<file path="config.mk">
export PLATFORM = sky130hd
export DESIGN_NAME = ffca_ctrl_flat
export DESIGN_NICKNAME = d
export VERILOG_FILES = /design/src/design/first_fit_coalescing_allocator_defines.svh /design/src/design/ffca_pkg.sv /design/src/design/ffca_if.sv /design/src/design/ffca_ctrl.sv /design/src/flat_wrapper.sv
export SDC_FILE = /design/constraint.sdc
export NUM_CORES = 1
export LEC_CHECK = 0
export BUFFER_PORTS_ARGS = -buffer_cell sky130_fd_sc_hd__buf_2
export CORE_ASPECT_RATIO = 0.6
export CORE_MARGIN = 3
export CORE_UTILIZATION = 45
export CTS_CLUSTER_SIZE = 10
export DETAILED_ROUTE_END_ITERATION = 7
export PLACE_DENSITY = 0.66
export SLEW_MARGIN = 25
export SYNTH_ARGS = -nofsm -noshare
export SYNTH_HDL_FRONTEND = slang
export SYNTH_SLANG_ARGS = --single-unit
export TNS_END_PERCENT = 50
</file>
<file path="constraint.sdc">
create_clock -name i_clk -period 10.45 [get_ports i_clk]
set_clock_uncertainty 0.2 [all_clocks]
set_input_delay 2.09 -clock i_clk [delete_from_list [all_inputs] [get_ports i_clk]]
set_output_delay 2.09 -clock i_clk [all_outputs]
set_load 0.005 [all_outputs]
</file>
<file path="src/design/first_fit_coalescing_allocator_defines.svh">
// Assertion helpers shared by the allocator top level.
`ifndef FIRST_FIT_COALESCING_ALLOCATOR_DEFINES_SVH
`define FIRST_FIT_COALESCING_ALLOCATOR_DEFINES_SVH

// Same-cycle implication, clocked on i_clk, idle during reset.
`define FFCA_ASSERT_SAME(lbl, ante, cons) \
    lbl: assert property (@(posedge i_clk) disable iff (!i_rst_n) (ante) |-> (cons)) \
        else $error("ffca same-cycle check failed");

// Next-cycle implication, clocked on i_clk, idle during reset.
`define FFCA_ASSERT_NEXT(lbl, ante, cons) \
    lbl: assert property (@(posedge i_clk) disable iff (!i_rst_n) (ante) |=> (cons)) \
        else $error("ffca next-cycle check failed");

`endif

</file>
<file path="src/design/ffca_pkg.sv">
`default_nettype none
package ffca_pkg;

    localparam int TABLE_SLOTS_DEF = 512;
    localparam int ADDR_BITS_DEF   = 28;
    localparam int ALIGN_BYTES_DEF = 16;
    localparam int CFG_W           = 29;

    localparam logic [CFG_W-1:0] MEM_SIZE_RST = 29'd134217728;

    localparam logic OP_ALLOC = 1'b0;
    localparam logic OP_FREE  = 1'b1;

    typedef enum logic [1:0] {
        ST_OK       = 2'd0,
        ST_NOMEM    = 2'd1,
        ST_FULL     = 2'd2,
        ST_NOTFOUND = 2'd3
    } t_status;

    typedef enum logic [1:0] {
        S_IDLE,
        S_ALIGN,
        S_PASS,
        S_DONE
    } t_state;

    // Which chain tap feeds the tail once the edit point has gone by.
    typedef enum logic [1:0] {
        SH_NONE,
        SH_PREV,
        SH_NEXT1,
        SH_NEXT2
    } t_shift;

endpackage
`default_nettype wire

</file>
<file path="src/design/ffca_if.sv">
`default_nettype none
interface ffca_req_if #(
    parameter int ADDR_BITS = 28
);
    logic                 valid;
    logic                 ready;
    logic                 opcode;
    logic [ADDR_BITS-1:0] request_size;
    logic [ADDR_BITS-1:0] free_offset;

    modport source (output valid, output opcode, output request_size, output free_offset,
                    input ready);
    modport sink   (input valid, input opcode, input request_size, input free_offset,
                    output ready);
endinterface

interface ffca_rsp_if #(
    parameter int ADDR_BITS = 28,
    parameter int CNT_W     = 10
);
    logic                 valid;
    logic                 ready;
    logic [1:0]           status;
    logic [ADDR_BITS-1:0] granted_offset;
    logic [CNT_W-1:0]     slots_in_use;
    logic [ADDR_BITS:0]   top_offset;

    modport source (output valid, output status, output granted_offset,
                    output slots_in_use, output top_offset, input ready);
    modport sink   (input valid, input status, input granted_offset,
                    input slots_in_use, input top_offset, output ready);
endinterface
`default_nettype wire

</file>
<file path="src/design/ffca_ctrl.sv">
`default_nettype none
module ffca_ctrl import ffca_pkg::*; #(
    parameter int TABLE_SLOTS = TABLE_SLOTS_DEF,
    parameter int ADDR_BITS   = ADDR_BITS_DEF,
    parameter int SW          = 2 * ADDR_BITS + 2,
    parameter int CW          = $clog2(TABLE_SLOTS + 1)
) (
    input  wire logic                 i_clk,
    input  wire logic                 i_rst_n,
    ffca_req_if.sink                  i_req,
    ffca_rsp_if.source                o_rsp,
    input  wire logic [CFG_W-1:0]     i_mem_size,
    output logic                      o_align_start,
    input  wire logic                 i_align_done,
    input  wire logic [ADDR_BITS:0]   i_align_size,
    output logic                      o_shift,
    output logic      [SW-1:0]        o_emit,
    input  wire logic [SW-1:0]        i_c0,
    input  wire logic [SW-1:0]        i_c1,
    input  wire logic [SW-1:0]        i_c2
);

    typedef struct packed {
        logic [ADDR_BITS-1:0] off;
        logic [ADDR_BITS:0]   size;
        logic                 used;
    } t_slot;

    localparam int IW = $clog2(TABLE_SLOTS);
    localparam int XW = (ADDR_BITS + 2 > CFG_W + 1) ? ADDR_BITS + 2 : CFG_W + 1;
    localparam logic [IW-1:0] T_LAST = IW'(TABLE_SLOTS - 1);
    localparam logic [IW-1:0] T_ONE  = IW'(1);
    localparam logic [CW-1:0] FULL_CNT = CW'(TABLE_SLOTS);
    localparam logic [CW-1:0] CNT_ONE  = CW'(1);
    localparam logic [CW:0]   TW_ONE   = (CW+1)'(1);
    localparam logic [CW:0]   TW_TWO   = (CW+1)'(2);
    localparam logic [XW-1:0] ADDR_LIM = XW'(1) << ADDR_BITS;

    t_state r_state, n_state;

    logic                 r_op;
    logic [ADDR_BITS-1:0] r_off;
    logic [ADDR_BITS:0]   r_size;
    logic [IW-1:0]        r_t;
    logic                 r_found;
    t_shift               r_sh;
    t_slot                r_prev;
    logic [CW-1:0]        r_count;
    logic [ADDR_BITS:0]   r_hw;
    logic [CW-1:0]        r_new_count;
    logic [ADDR_BITS:0]   r_new_hw;
    logic [ADDR_BITS-1:0] r_grant;

    logic                 r_rsp_valid;
    t_status              r_rsp_status;
    logic [ADDR_BITS-1:0] r_rsp_grant;
    logic [CW-1:0]        r_rsp_slots;
    logic [ADDR_BITS:0]   r_rsp_top;

    t_slot                c0, c1, c2;
    logic [CW:0]          tw, cnt1;
    logic                 v0, v1, v2;
    logic [XW-1:0]        ext_sum;
    logic                 nomem;
    logic                 done_go;
    t_status              fail_status;

    t_slot                f_emit;
    t_slot                f_prev;
    logic                 f_hit;
    t_shift               f_sh;
    logic [CW-1:0]        f_count;
    logic [ADDR_BITS:0]   f_hw;
    logic [ADDR_BITS-1:0] f_grant;
    logic                 d2;
    logic [1:0]           dd;
    logic [ADDR_BITS:0]   msum;
    logic                 mlast;

    assign c0 = t_slot'(i_c0);
    assign c1 = t_slot'(i_c1);
    assign c2 = t_slot'(i_c2);

    always_comb begin
        tw   = (CW+1)'(r_t);
        cnt1 = {1'b0, r_count};
        v0   = tw < cnt1;
        v1   = (tw + TW_ONE) < cnt1;
        v2   = (tw + TW_TWO) < cnt1;
        ext_sum = XW'(r_hw) + XW'(r_size);
        nomem   = (ext_sum > XW'(i_mem_size)) || (ext_sum > ADDR_LIM);
        done_go = (r_state == S_DONE) && (!r_rsp_valid || o_rsp.ready);
        if (r_op == OP_FREE) begin
            fail_status = ST_NOTFOUND;
        end else if (nomem) begin
            fail_status = ST_NOMEM;
        end else begin
            fail_status = ST_FULL;
        end
    end

    // Next state.
    always_comb begin
        n_state = r_state;
        case (r_state)
            S_IDLE:  if (i_req.valid) n_state = S_ALIGN;
            S_ALIGN: if (i_align_done) n_state = S_PASS;
            S_PASS:  if (r_t == T_LAST) n_state = S_DONE;
            S_DONE:  if (done_go) n_state = S_IDLE;
            default: n_state = S_IDLE;
        endcase
    end

    // Outputs of the sequencer.
    always_comb begin
        i_req.ready   = (r_state == S_IDLE);
        o_align_start = (r_state == S_IDLE) && i_req.valid;
        o_shift       = (r_state == S_PASS);
    end

    // Slot editor: decide what the tail cell takes this cycle.
    always_comb begin
        f_hit   = 1'b0;
        f_sh    = r_sh;
        f_prev  = c0;
        f_count = r_new_count;
        f_hw    = r_new_hw;
        f_grant = r_grant;
        d2      = 1'b0;
        dd      = 2'd0;
        msum    = '0;
        mlast   = 1'b0;
        case (r_sh)
            SH_PREV:  f_emit = r_prev;
            SH_NEXT1: f_emit = c1;
            SH_NEXT2: f_emit = c2;
            default:  f_emit = c0;
        endcase
        if (!r_found) begin
            if (r_op == OP_ALLOC) begin
                if (v0 && !c0.used && c0.size >= r_size) begin
                    f_hit   = 1'b1;
                    f_grant = c0.off;
                    if (c0.size != r_size && r_count != FULL_CNT) begin
                        // Split: used front now, free rest next cycle.
                        f_emit  = '{off: c0.off, size: r_size, used: 1'b1};
                        f_prev  = '{off: c0.off + r_size[ADDR_BITS-1:0],
                                    size: c0.size - r_size, used: 1'b0};
                        f_sh    = SH_PREV;
                        f_count = r_count + CNT_ONE;
                    end else begin
                        f_emit  = '{off: c0.off, size: c0.size, used: 1'b1};
                        f_sh    = SH_NONE;
                    end
                end else if (tw == cnt1 && !nomem) begin
                    // No hole fits: extend at the top.
                    f_hit   = 1'b1;
                    f_grant = r_hw[ADDR_BITS-1:0];
                    f_emit  = '{off: r_hw[ADDR_BITS-1:0], size: r_size, used: 1'b1};
                    f_sh    = SH_NONE;
                    f_count = r_count + CNT_ONE;
                    f_hw    = r_hw + r_size;
                end
            end else begin
                if (v0 && v1 && !c0.used && c1.used && c1.off == r_off) begin
                    // Target is next, and this free hole absorbs it.
                    f_hit = 1'b1;
                    d2    = v2 && !c2.used;
                    dd    = d2 ? 2'd2 : 2'd1;
                    msum  = c0.size + c1.size + (d2 ? c2.size : '0);
                    f_sh  = d2 ? SH_NEXT2 : SH_NEXT1;
                end else if (v0 && c0.used && c0.off == r_off) begin
                    f_hit = 1'b1;
                    d2    = v1 && !c1.used;
                    dd    = d2 ? 2'd1 : 2'd0;
                    msum  = c0.size + (d2 ? c1.size : '0);
                    f_sh  = d2 ? SH_NEXT1 : SH_NONE;
                end
                if (f_hit) begin
                    f_emit = '{off: c0.off, size: msum, used: 1'b0};
                    mlast  = (tw + (CW+1)'(dd) + TW_ONE) == cnt1;
                    // Drop the merged hole if it ends up at the top.
                    if (mlast) begin
                        f_count = tw[CW-1:0];
                        f_hw    = {1'b0, c0.off};
                    end else begin
                        f_count = r_count - CW'(dd);
                    end
                end
            end
        end
    end

    assign o_emit = f_emit;

    always_ff @(posedge i_clk) begin
        if (!i_rst_n) begin
            r_state     <= S_IDLE;
            r_count     <= '0;
            r_hw        <= '0;
            r_rsp_valid <= 1'b0;
        end else begin
            r_state <= n_state;
            if (done_go) begin
                r_count     <= r_new_count;
                r_hw        <= r_new_hw;
                r_rsp_valid <= 1'b1;
            end else if (o_rsp.ready) begin
                r_rsp_valid <= 1'b0;
            end
        end
    end

    always_ff @(posedge i_clk) begin
        if (r_state == S_IDLE && i_req.valid) begin
            r_op  <= i_req.opcode;
            r_off <= i_req.free_offset;
        end
        if (r_state == S_ALIGN && i_align_done) begin
            r_size      <= i_align_size;
            r_t         <= '0;
            r_found     <= 1'b0;
            r_sh        <= SH_NONE;
            r_new_count <= r_count;
            r_new_hw    <= r_hw;
            r_grant     <= '0;
        end
        if (r_state == S_PASS) begin
            r_t    <= r_t + T_ONE;
            r_prev <= f_prev;
            r_sh   <= f_sh;
            if (f_hit) begin
                r_found     <= 1'b1;
                r_new_count <= f_count;
                r_new_hw    <= f_hw;
                r_grant     <= f_grant;
            end
        end
        if (done_go) begin
            r_rsp_status <= r_found ? ST_OK : fail_status;
            r_rsp_grant  <= r_grant;
            r_rsp_slots  <= r_new_count;
            r_rsp_top    <= r_new_hw;
        end
    end

    assign o_rsp.valid          = r_rsp_valid;
    assign o_rsp.status         = r_rsp_status;
    assign o_rsp.granted_offset = r_rsp_grant;
    assign o_rsp.slots_in_use   = r_rsp_slots;
    assign o_rsp.top_offset     = r_rsp_top;

endmodule
`default_nettype wire

</file>
<file path="src/flat_wrapper.sv">
// flat-port wrapper written by rule: the top's interface ports become plain ports
module ffca_ctrl_flat import ffca_pkg::*;
#(
    parameter int TABLE_SLOTS = TABLE_SLOTS_DEF,
    parameter int ADDR_BITS   = ADDR_BITS_DEF,
    parameter int SW          = 2 * ADDR_BITS + 2,
    parameter int CW          = $clog2(TABLE_SLOTS + 1)
)
  (i_clk, i_rst_n, i_mem_size, o_align_start, i_align_done, i_align_size, o_shift, o_emit, i_c0, i_c1, i_c2, i_req_valid, i_req_opcode, i_req_request_size, i_req_free_offset, i_req_ready, o_rsp_valid, o_rsp_status, o_rsp_granted_offset, o_rsp_slots_in_use, o_rsp_top_offset, o_rsp_ready);
  ffca_req_if #(.ADDR_BITS(ADDR_BITS)) i_req_i ();
  ffca_rsp_if #(.ADDR_BITS(ADDR_BITS)) o_rsp_i ();
  input  wire logic i_clk;
  input  wire logic i_rst_n;
  input  wire logic [CFG_W-1:0] i_mem_size;
  output logic o_align_start;
  input  wire logic i_align_done;
  input  wire logic [ADDR_BITS:0] i_align_size;
  output logic o_shift;
  output logic      [SW-1:0] o_emit;
  input  wire logic [SW-1:0] i_c0;
  input  wire logic [SW-1:0] i_c1;
  input  wire logic [SW-1:0] i_c2;
  input wire logic [$bits(i_req_i.valid)-1:0] i_req_valid;
  input wire logic [$bits(i_req_i.opcode)-1:0] i_req_opcode;
  input wire logic [$bits(i_req_i.request_size)-1:0] i_req_request_size;
  input wire logic [$bits(i_req_i.free_offset)-1:0] i_req_free_offset;
  output wire logic [$bits(i_req_i.ready)-1:0] i_req_ready;
  output wire logic [$bits(o_rsp_i.valid)-1:0] o_rsp_valid;
  output wire logic [$bits(o_rsp_i.status)-1:0] o_rsp_status;
  output wire logic [$bits(o_rsp_i.granted_offset)-1:0] o_rsp_granted_offset;
  output wire logic [$bits(o_rsp_i.slots_in_use)-1:0] o_rsp_slots_in_use;
  output wire logic [$bits(o_rsp_i.top_offset)-1:0] o_rsp_top_offset;
  input wire logic [$bits(o_rsp_i.ready)-1:0] o_rsp_ready;
  assign i_req_i.valid = i_req_valid;
  assign i_req_i.opcode = i_req_opcode;
  assign i_req_i.request_size = i_req_request_size;
  assign i_req_i.free_offset = i_req_free_offset;
  assign i_req_ready = i_req_i.ready;
  assign o_rsp_valid = o_rsp_i.valid;
  assign o_rsp_status = o_rsp_i.status;
  assign o_rsp_granted_offset = o_rsp_i.granted_offset;
  assign o_rsp_slots_in_use = o_rsp_i.slots_in_use;
  assign o_rsp_top_offset = o_rsp_i.top_offset;
  assign o_rsp_i.ready = o_rsp_ready;
  ffca_ctrl #(.TABLE_SLOTS(TABLE_SLOTS), .ADDR_BITS(ADDR_BITS), .SW(SW), .CW(CW)) u_core (.i_clk(i_clk), .i_rst_n(i_rst_n), .i_req(i_req_i), .o_rsp(o_rsp_i), .i_mem_size(i_mem_size), .o_align_start(o_align_start), .i_align_done(i_align_done), .i_align_size(i_align_size), .o_shift(o_shift), .o_emit(o_emit), .i_c0(i_c0), .i_c1(i_c1), .i_c2(i_c2));
endmodule
</file>
### Word-level counts from Yosys, hierarchy flattened

Cells that the tools add are included.

* order comparisons: 6
* mux-type cells: 80
* equal/unequal tests: 29
* reductions and logical operators: 30
* add/subtract/negate cells: 14

Operators with widths (number)
* 58-bit 2-to-1 mux: 9
* 29-bit 2-to-1 mux: 13
* 28-bit 2-to-1 mux: 7
* 58-bit case mux with 3 select lines: 1
* 29-bit adder: 4
* 10-bit 2-to-1 mux: 10
* 28-bit equality test: 2
* 2-bit 2-to-1 mux: 20
* 29-bit by 29-bit adder with 30-bit output: 1
* 30-bit by 29-bit > comparator with 1-bit output: 1
* 30-bit by 29-bit > comparator with 1-bit output, second input constant: 1
* 30-bit 2-to-1 mux: 1
* 29-bit >= comparator: 1
* 29-bit inequality test: 1
* 29-bit subtractor: 1
* 28-bit adder: 1
* 11-bit by 10-bit less-than comparator with 1-bit output: 2
* 9-bit 2-to-1 mux: 2
* 1-bit 2-to-1 mux: 16
* 4-bit inequality test, second input constant: 4
* 1-bit logical AND: 15
* 4-bit AND reduction: 3
* 11-bit by 1-bit adder with 11-bit output, second input constant: 1
* 11-bit by 10-bit equality test with 1-bit output: 1
* other kinds (25): 41

* logic and storage cells: 179
* register bits: 306
* input bits: 294
* output and inout bits: 131

### Depth between registers and ports, before layout

Gate-level depths: netlist (run 1).

* depth after elaboration: 18
* depth in mapped cells: 30
* gate-level depth less buffers: 26

### Worst setup path before layout (run 1)

No wires, ideal clock.

* kind: input to output
* start point: in i_c2[0]
* end point: out o_emit[28]
* required time: 8160 ps
* slack: 1477 ps
* stages on the path: 19
* arrival time: 6683 ps
* path through: a2111oi_0 -> clkbuf_1 -> and2_1 -> fa_1 -> ha_1 -> inv_1 -> fa_1 -> nor2b_1 -> o21ai_0 -> a21oi_1 -> o41ai_1 -> o21ai_0 -> a221oi_1 -> o21ai_0 -> a2111oi_0 -> or2_2 -> o211ai_1 -> xor2_1 -> o211a_1

* word-level cells in the longest chain between the ends: 8

Ends and longest elaborated chain
* start: declaration: line flat_wrapper.sv:22 `input wire logic [SW-1:0] i_c2;`
* 1-bit logical NOT: line ffca_ctrl.sv:168 `d2 = v2 && !c2.used;`
* 1-bit logical AND: line ffca_ctrl.sv:168
* 29-bit 2-to-1 mux: line ffca_ctrl.sv:170 `msum = c0.size + c1.size + (d2 ? c2.size : '0);`
* 29-bit adder: line ffca_ctrl.sv:170
* 29-bit 2-to-1 mux: line ffca_ctrl.sv:165 `if (v0 && v1 && !c0.used && c1.used && c1.off == r_off) begin`
* 58-bit 2-to-1 mux: line ffca_ctrl.sv:179 `if (f_hit) begin`
* 58-bit 2-to-1 mux: line ffca_ctrl.sv:140 `if (r_op == OP_ALLOC) begin`
* 58-bit 2-to-1 mux: line ffca_ctrl.sv:139 `if (!r_found) begin`
* end: declaration: line flat_wrapper.sv:19 `output logic [SW-1:0] o_emit;`

No other way between the ends.

### Worst setup path after layout (run 1)

* start point: reg u_core.r_size[0]
* end point: out o_emit[26]

* word-level cells in the longest chain between the ends: 9
* elaborated cells between the ends (all ways): 15

Ends and longest elaborated chain
* start: declaration: line ffca_ctrl.sv:43 `logic [ADDR_BITS:0] r_size;`
* start signal: assignment: line ffca_ctrl.sv:220 `r_size <= i_align_size;`
* 29-bit by 29-bit adder with 30-bit output: line ffca_ctrl.sv:90 `ext_sum = XW'(r_hw) + XW'(r_size);`
* 30-bit by 29-bit > comparator with 1-bit output: line ffca_ctrl.sv:91 `nomem = (ext_sum > XW'(i_mem_size)) || (ext_sum > ADDR_LIM);`
* 1-bit logical OR: line ffca_ctrl.sv:91
* 1-bit logical NOT: line ffca_ctrl.sv:155 `end else if (tw == cnt1 && !nomem) begin`
* 1-bit logical AND: line ffca_ctrl.sv:155
* 58-bit 2-to-1 mux: line ffca_ctrl.sv:155
* 58-bit 2-to-1 mux *: line ffca_ctrl.sv:141 `if (v0 && !c0.used && c0.size >= r_size) begin`
* 58-bit 2-to-1 mux *: line ffca_ctrl.sv:140
* 58-bit 2-to-1 mux *: line ffca_ctrl.sv:139

Every way passes the cells marked *; elsewhere a longest branch is shown, timed or not.

==> summary.md, run 1 <==
| Metric | Value |
|---|---|
| Outcome | finished, final reports clean |
| CP max-delay cell | nor4_1 |
| Seq/Total Area, Yosys | 32.0% |
| Unique cell type count in the Yosys netlist | 87 |
| Max-Cap Viols | 0 |
| Crit path launch | u_core.r_size[0] |
| XOR/XNOR share of the synthesized area | 6.66% |
| Slowest stage delay, CP | 660 ps |
| WL per Instance | 27.2 um |
| Minimum clock period | 10210 ps |
| Crit path capture | o_emit[26] |
| DR vias/cell | 6.33 |
| RD Place Congestion | 1.04 |
| Post-synth top cells | nand2_1, edfxtp_1, ha_1 |
| Final Cycle Share | 97.7% |
| Initial core utilization | 45.8% |
| First-pass GRT wire length | 163000 um |
| Initial DRC count | 3441 |
| Pleak | 0.0135 uW |
| Critical path required time | 8160 ps |
| Met2 GRT Util | 47.5% |
| Clock latency on the worst-skew pair | 560 ps |
| Initial antenna violation count | 21 |
| Final hold vios | 0 |
| Area Growth Syn to Fin | 15.5% |
| GRT met1 Usage | 53.3% |
| Reg2reg path depth | 23 |
| All-layer global routing usage | 34.4% |
| # setup viols final | 0 |
| IO Port Bufs | 396 |
| Cells after synthesis | 2955 |
| Vias in the first global route | 24464 |
| Multi-input combinational cell area | 17500 sq um |
| Synthesized net count | 3495 |
| Grt ovf | 0 |
| Placeable Area | 59700 sq um |
| WP depth | 23 |
| Slew HR | 21.6% |
| Share of post-route cells with drive strength above 1 | 18.8% |
| Synth top area share | 28.9% |
| Dpl cells | 4085 |
| Reg2reg setup slack | 2600 ps |
| Reg2reg start | u_core.r_size[0] |
| Crit path buf inv count | 1 |
| DP Area | 30400 sq um |
| Pwr dens | 189 nW/um^2 |
| Synth Flop Type | edfxtp_1 |
| Number of remaining DRC errors | 0 |
| Cell taking the most area after synthesis | edfxtp_1 |
| Final wirelength | 113000 um |
| CTS Buffer Depth | 3 |
| Synth Area in Adders | 12.2% |
| Cts bufs inserted | 37 |
| CP Class | flop to output pin |
| Synth Area in Compound Gates | 20.4% |
| CTS tree | done |
| Drt pass-1 iters | 6 |
| CP max FO | 8 |
| Post-synth EDFFs | 263 |
| Max VDD drop | 0.117 mV |
| Sequential cell area | 8760 sq um |
| Design Area, Final | 31600 sq um |
| I/O pin total | 425 |
| Worst EP arrival | 7920 ps |
| Family with the most delay on the worst path | compound AO/OA/AOI/OAI gates |
| Max Slew Vio Count | 0 |
| M3 GR Usage | 7.16% |
| CP Cell Sequence | ha_1 -> fa_1 -> a21oi_2 -> o2111ai_1 -> a21oi_1 -> o22ai_1 -> o21ai_0 -> a31oi_1 -> xor2_1 -> ha_1 -> nand3_1 -> nor4_1 -> nand4_1 -> o211ai_1 -> o22ai_1 -> a211o_1 -> or3_1 -> nor3_1 -> o21ai_0 -> nand2_1 -> a221oi_1 -> and3_1 -> buf_2 |
| Largest net degree at the start of global routing | 105 |
| Crit end category | output pin |
| Clk slew on worst S/H paths | 60 ps |
| YS warnings | 0 |
| Row cnt | 69 |
| Global route hottest layer | met1 |
| Detail Route Antenna Nets | 0 |
| Critical R2R Capture | u_core.r_new_hw[10] |
| Routed via count | 26403 |
| Register bit count reported by yosys | 306 |
| Largest family of logic cells by synthesized area | compound AO/OA/AOI/OAI gates |
| Simple-gate share of the synthesized area | 15.8% |
| Min-Delay Path Class | flop to flop |
| Die area | 63800 sq um |
| Mapped Area | 27300 sq um |
| H-tree levels | 2 |
| Final nets | 3850 |
| Post-synthesis async set-or-reset flop share | 0% |
| CP startpoint kind | flop |
| Post-CTS Hold Fix Bufs | 0 |
| Syn avg cell area | 9.25 sq um |
| Die Ht | 197 um |
| Top cells by area, synth | edfxtp_1, ha_1, mux4_2 |
| Worst-Margin Slew | 1170 ps |
| Post-detail-place hpwl | 89400 um |
| Clock sinks | 306 |
| Multiplexer share of the synthesized area | 8.58% |
| Clock Tree Root | clkbuf_16 |
| Finished Layout Cells | 4169 |
| Fmax achieved | 98.0 MHz |
| Die boundary width | 324 um |
| Fill cell count | 5573 |
| Count leader, synth | nand2_1 |
==> layout make-up <==
cell class              instances  share of cell area [%]
repair buffers                475                    8.26
inverters                     145                    1.73
clock buffers                  57                    3.30
diodes                         20                   0.158
clock inverters                 5                   0.158
well taps                     816                    3.23
multi-input cells            2345                    55.4
flip-flops and latches        306                    27.7
==> registers in the layout, summed over array words and instances (netlist names), 10 cells and up <==
name and count:
u_core.r_new_count 10, u_core.o_rsp.top_offset 29, u_core.o_rsp.slots_in_use 10, u_core.r_prev 58, u_core.r_new_hw 29, u_core.r_count 10
u_core.r_hw 29, u_core.r_off 28, u_core.o_rsp.granted_offset 28, u_core.r_grant 28, u_core.r_size 29
==> cell usage in the layout (no fill, tap or decap), drive strengths merged, types with 47 or more instances in the layout <==
cell type and instances:
o21ai 192, a21o 63, ha 211, a21oi 208, xor2 91, mux2i 97
nor2 131, clkbuf 57, xnor2 117, and2 91, mux4 58, o221ai 47
nor3 56, nand3 84, nand2 320, edfxtp 263, inv 145, buf 475
==> power breakdown <==
group | switching (uW) | internal [uW]
combinational | 1810 | 1140
sequential | 169 | 1610
clock | 539 | 687
total | 2510 | 3440
==> metrics by stage <==
stage	util [%]	hold slack, ps	total power, uW	setup WS (ps)	setup TNS, ps
final	52.9	248	5950	241	0
after global routing	52.9	252	6250	-17.0	-17.0
after CTS	52.8	246	5880	145	0
after detailed placement	50.9	235	4630	568	0
after global placement	50.9	238	4580	568	0
after floorplan	-	226	3530	1480	0
==> routing by layer <==
metal | part of all wire [%] | routed length (um)
met5 | 0.011 | 13
met3 | 11 | 12500
met4 | 3.1 | 3480
met1 | 45 | 51500
met2 | 41 | 46000
==> logic make-up (layout without fill, tap and decap cells) <==
| family | Yosys count | after routing |
|---|---|---|
| AOI/OAI and AO/OA | 848 | 848 |
| DFF | 306 | 306 |
| and+or+nand+nor | 882 | 882 |
| other | 0 | 20 |
| buffers and inverters | 304 | 682 |
| muxes | 161 | 161 |
| adders and majority gates | 246 | 246 |
| xor gates and xnor gates | 208 | 208 |
==> worst min-delay path by stage <==
| stage | start | endpoint | cells after the start |
|---|---|---|---|
| finish | u_core.r_grant[6] | u_core.o_rsp.granted_offset[6] | 0 |
| global route | u_core.r_grant[6] | u_core.o_rsp.granted_offset[6] | 0 |
| CTS | u_core.r_grant[20] | u_core.o_rsp.granted_offset[20] | 0 |
| detailed placement | u_core.r_grant[20] | u_core.o_rsp.granted_offset[20] | 0 |
| global placement | u_core.r_grant[20] | u_core.o_rsp.granted_offset[20] | 0 |
| floorplan | u_core.r_grant[0] | u_core.o_rsp.granted_offset[0] | 0 |
==> timing repair <==
item,CTS,global route
setup endpoints to repair,1,3
hold endpoints to repair,0,0
resized for setup,0,5
buffers inserted,2,0
==> worst register-to-register path: cells and delay by family, from the launching register on <==
kind,cells,cell delay (ps)
AO/OA/AOI/OAI,12,3210
AND/OR/NAND/NOR,6,1980
adder cells (fa/ha/maj),3,950
flip-flops,1,530
XOR/XNOR,1,430
buffers and inverters,1,270
Power figures use the tool's default switching activity.
==> run 2, diff against run 1 <==
--- a/config.mk
+++ b/config.mk
@@ -12,6 +12,7 @@
 export CTS_CLUSTER_SIZE = 10
 export DETAILED_ROUTE_END_ITERATION = 7
 export PLACE_DENSITY = 0.66
+export SETUP_SLACK_MARGIN = 0.4
 export SLEW_MARGIN = 25
 export SYNTH_ARGS = -nofsm -noshare
 export SYNTH_HDL_FRONTEND = slang
==> run 2 against run 1 <==
  * Worst setup slack better by 380 ps
  * Non-clock buffer count rose by 9
  * Global-route usage barely moved
  * Cell count increased by 0.22%
  * Via count is 0.72% higher
  * Die area stayed put
  * Clock power about the same
  * Largest cell class unchanged
==> summary.md, run 2 (same netlist as run 1, synthesis figures left out) <==
| Metric | Value |
|---|---|
| Final worst hold slack | 250 ps (+2.34 ps) |
| Largest Register | u_core.r_prev |
| Clk slew on worst S/H paths | 60 ps (about the same) |
| Outcome | finished, final reports clean |
| Initial antenna violation count | 21 (unchanged) |
| Die area | 63800 sq um (unchanged) |
| DR vias/cell | 6.36 (+0.50%) |
| I/O pin total | 425 (unchanged) |
| Grt ovf | 0 (unchanged) |
| Pleak | 0.0135 uW (+0.48%) |
| Tot Pwr | 5990 uW (+0.62%) |
| Clock latency on the worst-skew pair | 560 ps (about the same) |
| Crit path buf inv count | 8 (+7) |
| Most frequent CP cell | buf_4 |
| Worst-Margin Slew | 1150 ps (-24.7 ps) |
| Family with the most delay on the worst path | compound AO/OA/AOI/OAI gates |
| Pwr dens | 189 nW/um^2 (+0.19%) |
| Share of post-route cells with drive strength above 1 | 19.2% (+0.46 points) |
| Setup WS pre-CTS | 568 ps (unchanged) |
| IO Port Bufs | 396 (unchanged) |
| Max VDD drop | 0.118 mV (+0.66%) |
| Vias in the first global route | 24489 (+0.10%) |
| Minimum clock period | 9830 ps (-380 ps) |
| Detailed route wirelength on metal2 | 46300 um (+0.54%) |
| Min-Delay Path Class | flop to flop |
| Number of remaining DRC errors | 0 (unchanged) |
| RD Place Congestion | 1.04 (unchanged) |
| Final hold vios | 0 (unchanged) |
| Final wirelength | 114000 um (+0.53%) |
| Initial DRC count | 3487 (+1.3%) |
| Commonest cells after routing, fill and taps aside | buf_2, nand2_1, edfxtp_1, ha_1, a21oi_1 |
| RSZ-0062 raised after global routing | true |
| Final setup TNS | 0 ps (unchanged) |
| Detail Route Antenna Nets | 0 (unchanged) |
| WL per Instance | 27.3 um (+0.31%) |
| Design Area, Final | 31700 sq um (+0.43%) |
| CTS tree | done |
| Largest register FFs | 58 (unchanged) |
| Drt pass-1 iters | 6 (unchanged) |
| Fmax achieved | 102 MHz (+3.9%) |
| Crit end category | output pin |
| Slew HR | 23.2% (+1.7 points) |
| CTS Buffer Depth | 3 (unchanged) |
| Met3 WL | 12600 um (+0.69%) |
| Placeable Area | 59700 sq um (unchanged) |
| Fill cell count | 5550 (-0.41%) |
| Top Layer Used | met5 |
| Slowest stage delay, CP | 490 ps (-170 ps) |
| Area Growth Syn to Fin | 16.0% |
| CP max FO | 7 (-1) |
| Row cnt | 69 (unchanged) |
| Max-Cap Viols | 0 (unchanged) |
| # setup viols final | 0 (unchanged) |
| Initial core utilization | 45.8% (unchanged) |
| Die Ht | 197 um (unchanged) |
| Die boundary width | 324 um (unchanged) |
| Final Cycle Share | 94.1% (-3.6 points) |
| Max Slew Vio Count | 0 (unchanged) |
| Final worst slack | 621 ps (+380 ps) |
| Post-detail-place hpwl | 89400 um (unchanged) |
| CP max-delay cell | edfxtp_1 |
| First-pass GRT wire length | 163000 um (+0.14%) |
| Routed via count | 26592 (+0.72%) |
| CP startpoint kind | flop |
| Largest net degree at the start of global routing | 105 (unchanged) |
| DP Area | 30400 sq um (unchanged) |
| H-tree levels | 2 (unchanged) |
| Commonest non-fill, non-tap cell in the layout | buf_2 |
| M1 WL | 51800 um (+0.65%) |
| Clock Tree Root | clkbuf_16 |
| Worst EP arrival | 7540 ps (-380 ps) |
| All-layer global routing usage | 34.4% (+0.036 points) |
| Post-CTS Hold Fix Bufs | 0 (unchanged) |
| Clock sinks | 306 (unchanged) |
| Reg2reg setup slack | 2730 ps (+130 ps) |
| CP Class | flop to output pin |
| Final nets | 3859 (+0.23%) |
| Cts bufs inserted | 37 (unchanged) |
| Critical path required time | 8160 ps (about the same) |
run 2: through the flow:
stage          util, %  cells
6_report          53.2   4178
2_1_floorplan        -   2955
5_1_grt           53.2   4176
3_5_place_dp      50.9   4085
4_1_cts           52.8   4149
3_3_place_gp      50.9   4084
run 2: worst paths after layout:
| path | start | end | cells after the start |
|---|---|---|---|
| max | u_core.r_t[2] | o_emit[28] | 32 |
| min | u_core.r_grant[6] | u_core.o_rsp.granted_offset[6] | 0 |
| max reg2reg | u_core.r_t[2] | u_core.r_new_count[7] | 25 |
| min reg2reg | u_core.r_grant[6] | u_core.o_rsp.granted_offset[6] | 0 |
run 2: layout make-up:
class / instances / area [sq um] / area share, %
multi-input cells: 2345 / 17600 / 55.3
flip-flops and latches: 306 / 8760 / 27.6
repair buffers: 484 / 2690 / 8.49
clock buffers: 57 / 1040 / 3.29
well taps: 816 / 1020 / 3.22
inverters: 145 / 547 / 1.72
clock inverters: 5 / 50.0 / 0.158
diodes: 20 / 50.0 / 0.158
run 2: routing by layer:
| metal | GRT usage, % | vias to the layer above |
|---|---|---|
| met1 | 53.3 | 12967 |
| met3 | 7.30 | 184 |
| met2 | 47.6 | 1593 |
| met5 | 0 | - |
| li1 | - | 11846 |
| met4 | 9.82 | 2 |
run 2: worst register-to-register path: stages, from the launching register on:
cell	delay, ps
edfxtp_1	460
ha_2	250
and3_1	230
nand2_1	80
xnor2_1	250
ha_1	290
o21a_1	190
o221ai_1	170
a21oi_1	60
o41ai_1	240
buf_4	230
nand3_1	160
or2_2	580
o22ai_1	450
ha_1	290
fa_1	400
xor2_1	430
nand3_1	200
nor3_1	520
xnor2_1	140
a211oi_1	270
or3_1	450
nand2_1	250
o311a_1	380
o22ai_1	170
o21ai_1	90
run 2: what timing repair did:
item,in CTS,in global routing
resized for setup,4,13
buffers inserted,2,8
gates cloned,0,1
pin swaps,0,4
endpoints found under the setup margin,3,44
run 2: report_power, final:
group | switching, uW | total (uW) | internal, uW
logic | 1830 | 2990 | 1160
clock network | 538 | 1220 | 687
registers | 167 | 1780 | 1610
total | 2530 | 5990 | 3460
